### src/hdl/pcd_pkg.sv
// ----------------------------------------------------------------------------
// pcd_pkg: shared types and codes of the picture command decoder
// Holds the parse phase type, the primitive kinds, the command codes and the
// decoder state and result records.
// ----------------------------------------------------------------------------
package pcd_pkg;

	// Command bytes
	localparam logic [7:0] CMD_FIRST    = 8'hF0;
	localparam logic [7:0] CMD_VIS_ON   = 8'hF0;
	localparam logic [7:0] CMD_VIS_OFF  = 8'hF1;
	localparam logic [7:0] CMD_PRI_ON   = 8'hF2;
	localparam logic [7:0] CMD_PRI_OFF  = 8'hF3;
	localparam logic [7:0] CMD_Y_CORNER = 8'hF4;
	localparam logic [7:0] CMD_X_CORNER = 8'hF5;
	localparam logic [7:0] CMD_ABS_LINE = 8'hF6;
	localparam logic [7:0] CMD_REL_LINE = 8'hF7;
	localparam logic [7:0] CMD_FILL     = 8'hF8;
	localparam logic [7:0] CMD_PEN      = 8'hF9;
	localparam logic [7:0] CMD_BRUSH    = 8'hFA;
	localparam logic [7:0] CMD_END      = 8'hFF;

	localparam int unsigned PEN_SPLATTER_BIT = 5;

	typedef enum logic [2:0] {
		KIND_PIXEL = 3'd0,
		KIND_LINE  = 3'd1,
		KIND_BRUSH = 3'd2,
		KIND_FILL  = 3'd3,
		KIND_END   = 3'd4,
		KIND_ERROR = 3'd5
	} prim_kind_t;

	typedef enum logic [23:0] {
		PH_CMD   = 24'h000001,
		PH_VCOL  = 24'h000002,
		PH_PCOL  = 24'h000004,
		PH_PEN   = 24'h000008,
		PH_YC_X0 = 24'h000010,
		PH_YC_Y0 = 24'h000020,
		PH_YC_Y  = 24'h000040,
		PH_YC_X  = 24'h000080,
		PH_XC_X0 = 24'h000100,
		PH_XC_Y0 = 24'h000200,
		PH_XC_X  = 24'h000400,
		PH_XC_Y  = 24'h000800,
		PH_AB_X0 = 24'h001000,
		PH_AB_Y0 = 24'h002000,
		PH_AB_X  = 24'h004000,
		PH_AB_Y  = 24'h008000,
		PH_RL_X0 = 24'h010000,
		PH_RL_Y0 = 24'h020000,
		PH_RL_D  = 24'h040000,
		PH_BR_S  = 24'h080000,
		PH_BR_X  = 24'h100000,
		PH_BR_Y  = 24'h200000,
		PH_FL_X  = 24'h400000,
		PH_FL_Y  = 24'h800000
	} phase_t;

	typedef struct packed {
		phase_t     phase;
		logic [7:0] last_x;
		logic [7:0] last_y;
		logic [7:0] held_x;
		logic       visual_on;
		logic [7:0] visual_colour;
		logic       priority_on;
		logic [7:0] priority_colour;
		logic [7:0] pen_code;
		logic [6:0] splatter_index;
		logic       dirty;
		logic       halted;
	} pcd_state_t;

	localparam pcd_state_t STATE_RESET = '{
		phase:           PH_CMD,
		last_x:          8'd0,
		last_y:          8'd0,
		held_x:          8'd0,
		visual_on:       1'b0,
		visual_colour:   8'd0,
		priority_on:     1'b0,
		priority_colour: 8'd0,
		pen_code:        8'd0,
		splatter_index:  7'd0,
		dirty:           1'b0,
		halted:          1'b0
	};

	typedef struct packed {
		prim_kind_t kind;
		logic [7:0] from_x;
		logic [7:0] from_y;
		logic [7:0] to_x;
		logic [7:0] to_y;
		logic       visual_on;
		logic [7:0] visual_colour;
		logic       priority_on;
		logic [7:0] priority_colour;
		logic [7:0] pen_code;
		logic [6:0] splatter_index;
		logic       dirty;
	} pcd_result_t;

endpackage

### src/hdl/picture_command_decoder.sv
// ----------------------------------------------------------------------------
// picture_command_decoder: picture command stream to drawing primitives
// Decodes one resource byte per cycle while in_stall is low, and gives pixels, lines, brush plots,
// fill points, end of picture and unknown code errors.
// ----------------------------------------------------------------------------
// Usage
//   Input channel: in_valid / in_stall carry one beat per resource byte
//   (stream_byte, new_picture). new_picture clears the decoder state before
//   its byte is decoded, starting a fresh picture.
//   Output channel: out_valid / out_stall carry one primitive per beat, with
//   the drawing state (colours, enables, pen, splatter, dirty) after the byte.
//   A byte gives at most one primitive; most bytes give none.
//   A primitive is registered in the output register (or the skid register
//   if the output stalls). Throughput: one byte per cycle while in_stall is
//   low, set by the single decode pass between the state and result registers.
//   Stall: a skid register takes one result while the output is stalled;
//   in_stall rises only once that skid register is full, and falls in the
//   cycle after the output register frees up again.
//   Reset: arst_n clears the parser to await a command byte, drops all
//   enables and colours to zero and empties the output and skid registers.
//   After an end of picture or an unknown code the decoder ignores bytes
//   until a beat with new_picture set.
// ----------------------------------------------------------------------------
module picture_command_decoder import pcd_pkg::*; (
	input  logic       clk,
	input  logic       arst_n,
	input  logic       in_valid,
	output logic       in_stall,
	input  logic [7:0] stream_byte,
	input  logic       new_picture,
	output logic       out_valid,
	input  logic       out_stall,
	output logic [2:0] prim_kind,
	output logic [7:0] from_x,
	output logic [7:0] from_y,
	output logic [7:0] to_x,
	output logic [7:0] to_y,
	output logic       visual_on,
	output logic [7:0] visual_colour,
	output logic       priority_on,
	output logic [7:0] priority_colour,
	output logic [7:0] pen_code,
	output logic [6:0] splatter_index,
	output logic       picture_dirty
);

	pcd_state_t  state_q;
	pcd_state_t  state_d;
	pcd_result_t res;
	logic        res_valid;
	pcd_result_t out_q;
	logic        out_valid_q;
	pcd_result_t skid_q;
	logic        skid_valid_q;
	logic        accept;
	logic        res_fire;
	logic        out_free;

	// Decode the byte against the current parser state.
	pcd_decode u_decode (
		.state_q     (state_q),
		.stream_byte (stream_byte),
		.new_picture (new_picture),
		.state_d     (state_d),
		.res_valid   (res_valid),
		.res         (res)
	);

	// Hold the input off only while the skid register is occupied.
	assign in_stall = skid_valid_q;
	assign accept   = in_valid && !skid_valid_q;
	assign res_fire = accept && res_valid;
	// The output register can be loaded when empty or being taken this cycle.
	assign out_free = !out_valid_q || !out_stall;

	// Advance the parser state on every accepted beat.
	always_ff @(posedge clk or negedge arst_n) begin
		if (!arst_n) begin
			state_q <= STATE_RESET;
		end else if (accept) begin
			state_q <= state_d;
		end
	end

	// Output and skid occupancy.
	always_ff @(posedge clk or negedge arst_n) begin
		if (!arst_n) begin
			out_valid_q  <= 1'b0;
			skid_valid_q <= 1'b0;
		end else if (out_free) begin
			if (skid_valid_q) begin
				// Drain the skid register first; no beat is accepted meanwhile.
				out_valid_q  <= 1'b1;
				skid_valid_q <= 1'b0;
			end else begin
				out_valid_q <= res_fire;
			end
		end else if (res_fire) begin
			// Output stalled: park the new result in the skid register.
			skid_valid_q <= 1'b1;
		end
	end

	// Result payload, no reset needed.
	always_ff @(posedge clk) begin
		if (out_free) begin
			if (skid_valid_q) begin
				out_q <= skid_q;
			end else if (res_fire) begin
				out_q <= res;
			end
		end else if (res_fire) begin
			skid_q <= res;
		end
	end

	assign out_valid       = out_valid_q;
	assign prim_kind       = out_q.kind;
	assign from_x          = out_q.from_x;
	assign from_y          = out_q.from_y;
	assign to_x            = out_q.to_x;
	assign to_y            = out_q.to_y;
	assign visual_on       = out_q.visual_on;
	assign visual_colour   = out_q.visual_colour;
	assign priority_on     = out_q.priority_on;
	assign priority_colour = out_q.priority_colour;
	assign pen_code        = out_q.pen_code;
	assign splatter_index  = out_q.splatter_index;
	assign picture_dirty   = out_q.dirty;

endmodule

### src/hdl/pcd_decode.sv
// ----------------------------------------------------------------------------
// pcd_decode: byte decode of the picture command decoder
// Works out the next parser state and the primitive, if any, for one byte.
// ----------------------------------------------------------------------------
module pcd_decode import pcd_pkg::*; (
	input  pcd_state_t  state_q,
	input  logic [7:0]  stream_byte,
	input  logic        new_picture,
	output pcd_state_t  state_d,
	output logic        res_valid,
	output pcd_result_t res
);

	function automatic logic is_checked(phase_t ph);
		logic chk;
		chk = 1'b0;
		case (ph) inside
			PH_YC_Y, PH_YC_X, PH_XC_X, PH_XC_Y, PH_AB_X, PH_AB_Y,
			PH_RL_D, PH_BR_S, PH_BR_X, PH_BR_Y, PH_FL_X, PH_FL_Y: chk = 1'b1;
			default: chk = 1'b0;
		endcase
		return chk;
	endfunction

	always_comb begin
		pcd_state_t s;
		pcd_state_t n;
		logic       go_cmd;
		logic [7:0] b;
		logic [7:0] dx;
		logic [7:0] dy;
		logic [7:0] nx;
		logic [7:0] ny;

		b      = stream_byte;
		s      = new_picture ? STATE_RESET : state_q;
		n      = s;
		go_cmd = 1'b0;
		dx     = b[7] ? (8'd0 - {5'd0, b[6:4]}) : {5'd0, b[6:4]};
		dy     = b[3] ? (8'd0 - {5'd0, b[2:0]}) : {5'd0, b[2:0]};
		nx     = s.last_x;
		ny     = s.last_y;

		res_valid  = 1'b0;
		res        = '0;
		res.kind   = KIND_PIXEL;

		if (!s.halted) begin
			if (is_checked(s.phase) && b >= CMD_FIRST) begin
				go_cmd = 1'b1;
			end else begin
				unique case (s.phase) inside
					PH_VCOL: begin
						n.visual_colour = b;
						n.visual_on     = 1'b1;
						n.phase         = PH_CMD;
					end
					PH_PCOL: begin
						n.priority_colour = b;
						n.priority_on     = 1'b1;
						n.phase           = PH_CMD;
					end
					PH_PEN: begin
						n.pen_code = b;
						n.phase    = PH_CMD;
					end
					PH_YC_X0: begin n.held_x = b; n.phase = PH_YC_Y0; end
					PH_XC_X0: begin n.held_x = b; n.phase = PH_XC_Y0; end
					PH_AB_X0: begin n.held_x = b; n.phase = PH_AB_Y0; end
					PH_RL_X0: begin n.held_x = b; n.phase = PH_RL_Y0; end
					PH_YC_Y0, PH_XC_Y0, PH_AB_Y0, PH_RL_Y0: begin
						n.last_x = s.held_x;
						n.last_y = b;
						case (s.phase) inside
							PH_YC_Y0: n.phase = PH_YC_Y;
							PH_XC_Y0: n.phase = PH_XC_X;
							PH_AB_Y0: n.phase = PH_AB_X;
							default:  n.phase = PH_RL_D;
						endcase
						res_valid  = 1'b1;
						res.kind   = KIND_PIXEL;
						res.from_x = s.held_x;
						res.from_y = b;
						res.to_x   = s.held_x;
						res.to_y   = b;
					end
					PH_YC_Y, PH_YC_X, PH_XC_X, PH_XC_Y, PH_AB_Y, PH_RL_D: begin
						case (s.phase) inside
							PH_YC_Y: begin ny = b; n.phase = PH_YC_X; end
							PH_YC_X: begin nx = b; n.phase = PH_YC_Y; end
							PH_XC_X: begin nx = b; n.phase = PH_XC_Y; end
							PH_XC_Y: begin ny = b; n.phase = PH_XC_X; end
							PH_AB_Y: begin nx = s.held_x; ny = b; n.phase = PH_AB_X; end
							default: begin nx = s.last_x + dx; ny = s.last_y + dy; end
						endcase
						n.last_x   = nx;
						n.last_y   = ny;
						res_valid  = 1'b1;
						res.kind   = KIND_LINE;
						res.from_x = s.last_x;
						res.from_y = s.last_y;
						res.to_x   = nx;
						res.to_y   = ny;
					end
					PH_AB_X: begin n.held_x = b; n.phase = PH_AB_Y; end
					PH_BR_S: begin
						n.splatter_index = b[7:1];
						n.phase          = PH_BR_X;
					end
					PH_BR_X: begin n.held_x = b; n.phase = PH_BR_Y; end
					PH_BR_Y: begin
						n.phase    = s.pen_code[PEN_SPLATTER_BIT] ? PH_BR_S : PH_BR_X;
						res_valid  = 1'b1;
						res.kind   = KIND_BRUSH;
						res.from_x = s.held_x;
						res.from_y = b;
						res.to_x   = s.held_x;
						res.to_y   = b;
					end
					PH_FL_X: begin n.held_x = b; n.phase = PH_FL_Y; end
					PH_FL_Y: begin
						n.phase    = PH_FL_X;
						res_valid  = 1'b1;
						res.kind   = KIND_FILL;
						res.from_x = s.held_x;
						res.from_y = b;
						res.to_x   = s.held_x;
						res.to_y   = b;
					end
					default: go_cmd = 1'b1;
				endcase
			end

			if (go_cmd) begin
				n.phase = PH_CMD;
				unique case (b)
					CMD_VIS_ON:   n.phase = PH_VCOL;
					CMD_VIS_OFF:  n.visual_on = 1'b0;
					CMD_PRI_ON:   n.phase = PH_PCOL;
					CMD_PRI_OFF:  n.priority_on = 1'b0;
					CMD_Y_CORNER: begin n.dirty = s.dirty | s.visual_on; n.phase = PH_YC_X0; end
					CMD_X_CORNER: begin n.dirty = s.dirty | s.visual_on; n.phase = PH_XC_X0; end
					CMD_ABS_LINE: begin n.dirty = s.dirty | s.visual_on; n.phase = PH_AB_X0; end
					CMD_REL_LINE: begin n.dirty = s.dirty | s.visual_on; n.phase = PH_RL_X0; end
					CMD_FILL:     begin n.dirty = s.dirty | s.visual_on; n.phase = PH_FL_X; end
					CMD_PEN:      n.phase = PH_PEN;
					CMD_BRUSH: begin
						n.dirty = s.dirty | s.visual_on;
						n.phase = s.pen_code[PEN_SPLATTER_BIT] ? PH_BR_S : PH_BR_X;
					end
					CMD_END: begin
						n.halted  = 1'b1;
						res_valid = 1'b1;
						res.kind  = KIND_END;
					end
					default: begin
						n.halted   = 1'b1;
						res_valid  = 1'b1;
						res.kind   = KIND_ERROR;
						res.from_x = b;
						res.to_x   = b;
					end
				endcase
			end
		end

		res.visual_on       = n.visual_on;
		res.visual_colour   = n.visual_colour;
		res.priority_on     = n.priority_on;
		res.priority_colour = n.priority_colour;
		res.pen_code        = n.pen_code;
		res.splatter_index  = n.splatter_index;
		res.dirty           = n.dirty;
		state_d             = n;
	end

endmodule

### config.mk
export PLATFORM = sky130hd
export DESIGN_NAME = picture_command_decoder
export DESIGN_NICKNAME = d
export VERILOG_FILES = /design/src/hdl/pcd_pkg.sv /design/src/hdl/picture_command_decoder.sv /design/src/hdl/pcd_decode.sv
export SDC_FILE = /design/constraint.sdc
export NUM_CORES = 1
export LEC_CHECK = 0
export BUFFER_PORTS_ARGS = -buffer_cell sky130_fd_sc_hd__buf_2
export CORE_MARGIN = 8
export CORE_UTILIZATION = 55
export DETAILED_ROUTE_END_ITERATION = 6
export MAX_ROUTING_LAYER = met4
export PLACE_DENSITY = 0.77
export SLEW_MARGIN = 20
export SYNTH_ARGS = -nofsm -noshare
export SYNTH_HDL_FRONTEND = slang
export SYNTH_SLANG_ARGS = --single-unit
### constraint.sdc
create_clock -name clk -period 22.3 [get_ports clk]
set_input_delay 2.23 -clock clk [delete_from_list [all_inputs] [get_ports clk]]
set_output_delay 2.23 -clock clk [all_outputs]
set_load 0.01 [all_outputs]
After elaboration in Yosys (flattened, before gate mapping)
Cells that the tools add are included.
{"block": "word_totals", "regBits": 223, "wordCells": 164, "in_bits": 13, "output_inout_bits": 71}
{"block": "op_classes", "reduce_logical": 21, "n_eq_ne": 35, "n_lt_le_gt_ge": 1, "addsub": 4, "mux": 63, "bitwise": 2}
{"operator": "$pmux W24 S13", "n": 1}
{"operator": "$pmux W24 S9", "n": 1}
{"operator": "$mux W24", "n": 8}
{"operator": "$mux W83", "n": 2}
{"operator": "$mux W69", "n": 2}
{"operator": "$mux W8", "n": 17}
{"operator": "$pmux W34 S4", "n": 1}
{"operator": "$eq A8 B8 Y1 const B", "n": 12}
{"operator": "$mux W81", "n": 1}
{"operator": "$mux W35", "n": 2}
{"operator": "$reduce_or A12 Y1", "n": 3}
{"operator": "$pmux W16 S2", "n": 1}
{"operator": "$eq A24 B10 Y1 const B", "n": 1}
{"operator": "$eq A24 B11 Y1 const B", "n": 1}
{"operator": "$eq A24 B12 Y1 const B", "n": 1}
{"operator": "$eq A24 B13 Y1 const B", "n": 1}
{"operator": "$eq A24 B14 Y1 const B", "n": 1}
{"operator": "$eq A24 B15 Y1 const B", "n": 1}
{"operator": "$eq A24 B16 Y1 const B", "n": 1}
{"operator": "$eq A24 B17 Y1 const B", "n": 1}
{"operator": "$eq A24 B18 Y1 const B", "n": 1}
{"operator": "$eq A24 B19 Y1 const B", "n": 1}
{"operator": "$eq A24 B2 Y1 const B", "n": 1}
{"operator": "$eq A24 B20 Y1 const B", "n": 1}
{"operator": "other kinds (35)", "n": 63}

Depth between registers and ports, before layout
{"block": "depth", "word_depth": 15, "depth_mapped": 18, "ltp_nobuf": 15}

Modules after synthesis
Synthesis repeated with hierarchy kept, for this count alone.
{"block": "unflattened", "hier_cells": 1252, "area_unflattened_um2": 13641.8}
{"module": "picture_command_decoder", "cells_per_inst": 400, "seq_area_each_um2": 6272.3, "instances": 1, "area_each_um2": 8496.9}
{"module": "pcd_decode", "cells_per_inst": 852, "seq_area_each_um2": 0.0, "instances": 1, "area_each_um2": 5144.9}

Worst setup path before layout
OpenSTA, ideal clock, no wires.
{"block": "synth_path", "path_type": "input to register", "from": "input port new_picture", "to": "register skid_q[0] (netlist name), enable pin", "t_arrival_ns": 9.645, "t_required_ns": 21.701, "path_stages": 11, "path_buffers": 3, "slack_ns": 12.055, "setup_time_ns": 0.599, "cell_sequence": "clkbuf_1 -> or4_1 -> or4_1 -> clkbuf_1 -> a311oi_1 -> nor3_1 -> a21oi_1 -> a31o_1 -> buf_4 -> nand2_1 -> a211oi_1"}
{"block": "synth_between", "elab_chain_cells": 12, "word_cells_on_any_way": 40, "classes_between": "23 x eq/ne; 11 x mux; 6 x reduce/logical"}
{"item": "start, declared", "line_no": "picture_command_decoder.sv:30", "rtl": "input logic new_picture,"}
{"item": "$mux W83 *", "line_no": "pcd_decode.sv:36", "rtl": "s = new_picture ? STATE_RESET : state_q;"}
{"item": "$eq A24 B11 Y1, or another cell as far along", "line_no": "pcd_decode.sv:49", "rtl": "if (is_checked(s.phase) && b >= CMD_FIRST) begin"}
{"item": "$reduce_or A12 Y1", "line_no": "pcd_decode.sv:17", "rtl": "case (ph) inside"}
{"item": "$mux W1", "line_no": "pcd_decode.sv:17"}
{"item": "$mux W1", "line_no": "pcd_decode.sv:48", "rtl": "if (!s.halted) begin"}
{"item": "$logic_and A1 B1 Y1", "line_no": "pcd_decode.sv:49"}
{"item": "$mux W1", "line_no": "pcd_decode.sv:49"}
{"item": "$mux W1, on equally long branches", "line_no": "pcd_decode.sv:136, pcd_decode.sv:48"}
{"item": "$mux W1", "line_no": "pcd_decode.sv:134", "rtl": "if (go_cmd) begin"}
{"item": "$mux W1 *", "line_no": "pcd_decode.sv:48"}
{"item": "$logic_and A1 B1 Y1 *", "line_no": "picture_command_decoder.sv:72", "rtl": "assign res_fire = accept && res_valid;"}
{"item": "$reduce_and A2 Y1 (no source line) *"}
{"item": "end signal, assigned", "line_no": "picture_command_decoder.sv:113", "rtl": "skid_q <= res;"}
{"item": "end, declared", "line_no": "picture_command_decoder.sv:53", "rtl": "pcd_result_t skid_q;"}
Mark *: on every way between the ends. The rest lies on a longest branch, timed or not. The select of a mux whose other input is x is not followed.
A chain may end at the register's enable or synchronous reset.

Worst setup path after layout
{"block": "layout_path", "from": "input port new_picture", "to": "register skid_q[39] (netlist name), enable pin"}
Same word-level chain as after synthesis.

==> out/metrics.yaml <==
wirelength_um: 36620
pin_count: 84
startpoint_type: "input pin"
cts_made_buffers: 23
antenna_cells: 0
dp_hpwl_um: 25740
dpl_worst_slack_ns: 14.91
worst_setup_path_end_kind: "register"
drive_above_1_share_pct: 16.94
cp.arrival_ns: 7.06
path_max_fanout: 53
ys_types: 77
yosys.area.top_type: "edfxtp_1"
start_util_pct: 55.26
cts_tree: "done"
synth_area_sq_mm: 0.01191
async_reset_ff_share_pct: 38.12
core.rowCount: 54
hold_end: "state_q[51]"
antenna_found_initial: 0
postLayoutSetupSlackWorst_ns: 15.39
clk_latency_ns: 0.53
grt_overflow: 0
cts_root_buf: "clkbuf_16"
io_buffers: 83
rsz0062_at_grt: "no"
reg2reg_slack_ns: 16.72
vdd_drop_max_uv: 52.76
power.density_mw_per_mm2: 70.76
grt_max_degree: 70
worstPathRequired_ns: 22.46
syn_nets: 1195
cts_resized: 0
syn_area_per_cell_sq_um: 10.24
dieWidth_um: 163.2
holdBufCountCts: 0
coreArea_sq_mm: 0.02155
grtUsageTotal_pct: 28.07
drt_iter0_drc: 955
stdcell_count: 1520
htreeDepth: 1
hold_viol: 0
finalCritPeriodShare_pct: 30.98
slew_viol_final: 0
drc: 0
synth_edf_count: 138
drv_cap: 0
p_int_w: 0.0006969
synth_top_area_share_pct: 34.79
ys.warnings.count: 0
antenna_left: 0
clockBufferDepth: 3
max_slew_margin_pct: 33.52
routedWlPerCell_um: 24.09
switching_share_pct: 26.00
worst_hold_path.num_cells: 1
clkTransAtPathRegs_ns: 0.06
grt_pass1_wl_um: 56350
synthCells: 1163
gp_congestion: 0.9879
hp-start: "state_q[51]"
syn2layout_area_growth_pct: 11.76
nets: 1255
switchingPower_w: 0.0002448
r2r-start: "state_q[67]"
synth-seq-cells: 223
ys_seq_area_share_pct: 52.66
seqPwrFrac_pct: 50.5
synthTopCellsByArea: "edfxtp_1 35%, dfrtp_1 18%, nand2_1 5.2%"
grt_pass1_vias: 9449
yosys_most_used_dff: "edfxtp_1"
fmax_mhz: 144.8
n_fill_cell: 1763
ff2ff_path_depth: 9
criticalPathCategory: "in -> reg"
hold_path.class: "reg -> reg"
cts_sinks: 223
period_minus_slack_ns: 6.908
via_per_inst: 6.458
clock_skew_ns: 0.01359
leakage_nw: 5.275
r2r-end: "skid_q[39]"
clkPwrFrac_pct: 38.2
dieArea_sq_mm: 0.02662
status: "completed"
setup-tns-final_ns: 0
fp.dieH_um: 163.2
first_pass_iters: 6
vias: 9816
postCtsSetupBuffers: 0
placed_cells: 1478
tightest_slew_ns: 0.9896
combPwrFrac_pct: 11.4
setup_viol: 0
[routing by layer]
metal	routed length [um]	part of all wire (%)	vias to the layer above	GRT usage (%)
met3	3418	9.3	74	4.763
li1	-	-	4469	-
met1	15450	42	4789	38.03
met4	1093	3.0	0	8.132
met2	16660	45	484	42.90
met5	0	0	-	-
[registers in the layout, summed over array words and instances, names as in the netlist]
| signal | count |
|---|---|
| state_q | 83 |
| skid_q | 69 |
| from_x | 8 |
| from_y | 8 |
| pen_code | 8 |
| priority_colour | 8 |
| to_x | 8 |
| to_y | 8 |
| visual_colour | 8 |
| splatter_index | 7 |
| prim_kind | 3 |
| in_stall | 1 |
| out_valid | 1 |
| picture_dirty | 1 |
| priority_on | 1 |
| visual_on | 1 |
[power by group through the flow]
stage	clock (W)	combinational, W	sequential [W]
global placement	0	0.000104	0.000483
CTS	0.000363	0.000107	0.000476
floorplan	0	0.0000552	0.000492
finish	0.000359	0.000107	0.000475
global route	0.000377	0.000116	0.000478
detailed placement	0	0.000107	0.000484
[stage by stage]
step | power, W | instance area [sq um] | hold slack, ns | util, %
after floorplan | 0.0005468 | 11910 | 0.4415 | -
after global placement | 0.0005872 | 12600 | 0.4523 | 58.46
after global routing | 0.0009714 | 13310 | 0.4857 | 61.76
after CTS | 0.0009461 | 13310 | 0.4713 | 61.76
final | 0.0009418 | 13310 | 0.4673 | 61.76
after detailed placement | 0.0005907 | 12610 | 0.4571 | 58.52
[worst max path at each step]
stage,start,end,cells after the start
2_1_floorplan,new_picture,skid_q[0],11
3_3_place_gp,new_picture,skid_q[34],11
3_5_place_dp,new_picture,skid_q[34],11
4_1_cts,new_picture,skid_q[39],11
5_1_grt,new_picture,skid_q[56],11
6_report,new_picture,skid_q[39],11
[cell usage after synthesis (4+ instances only)]
library cell	instances
a211oi_1	7
o22ai_1	4
xor2_1	6
a31oi_1	6
or3_1	7
buf_2	7
inv_1	18
dfrtp_1	84
o211ai_1	10
xnor2_1	7
buf_1	5
nor3b_1	4
o21a_1	4
or4_1	6
ha_1	17
o21ai_0	67
nand3b_1	5
nand4_1	14
nor3_1	23
nor2b_1	33
mux2_2	43
o21ai_1	8
edfxtp_1	138
a22o_1	51
nand3_1	28
or2_2	8
a22oi_1	12
a32o_1	8
nor2_1	88
nor4_1	21
nand2b_1	14
a21oi_1	67
and2_1	9
a21o_1	7
clkbuf_1	59
and3_1	7
o31ai_1	32
nand2_1	164
[kinds of logic (layout without fill, tap and decap cells)]
logic type / Yosys count / after routing / synth area share, %
buffers and inverters: 92 / 169 / 3.099
flip-flops: 223 / 223 / 52.66
adder cells (fa/ha/maj): 19 / 19 / 2.122
multiplexers: 46 / 46 / 4.318
XOR/XNOR: 13 / 13 / 0.9560
AO/OA/AOI/OAI: 321 / 321 / 18.35
AND/OR/NAND/NOR: 449 / 449 / 18.49
[cells in the final DEF (no fill, tap or decap), types with 26 or more instances in the layout]
cell	Yosys	routed
a21oi_1	67	66
nor2b_1	33	32
buf_4	2	26
nor2_1	88	88
o21ai_0	67	67
dfrtp_1	84	83
edfxtp_1	138	138
buf_2	7	82
nand2_1	164	164
a22o_1	51	51
o31ai_1	32	32
nand3_1	28	28
mux2_2	43	43
[final cells by class]
type                            instances  area, sq um  area share [%]
Timing Repair Buffer                  109        616.8           4.634
Clock buffer                           31        625.6           4.700
Tap cell                              280        350.3           2.632
Inverter                               18        67.56          0.5076
Clock inverter                         11        72.57          0.5452
Sequential cell                       223         6276           47.15
Multi-Input combinational cell        848         5301           39.83
[critical path: stages]
cell,delay [ns]
buf_2,0.09
buf_4,0.30
or2_2,0.37
or4_1,0.64
nor3_1,0.85
nor3_1,0.18
a21oi_1,0.24
a31o_1,0.65
nand2_1,0.27
a211oi_4,0.56
buf_4,0.62
Power figures use the tool's default switching activity.
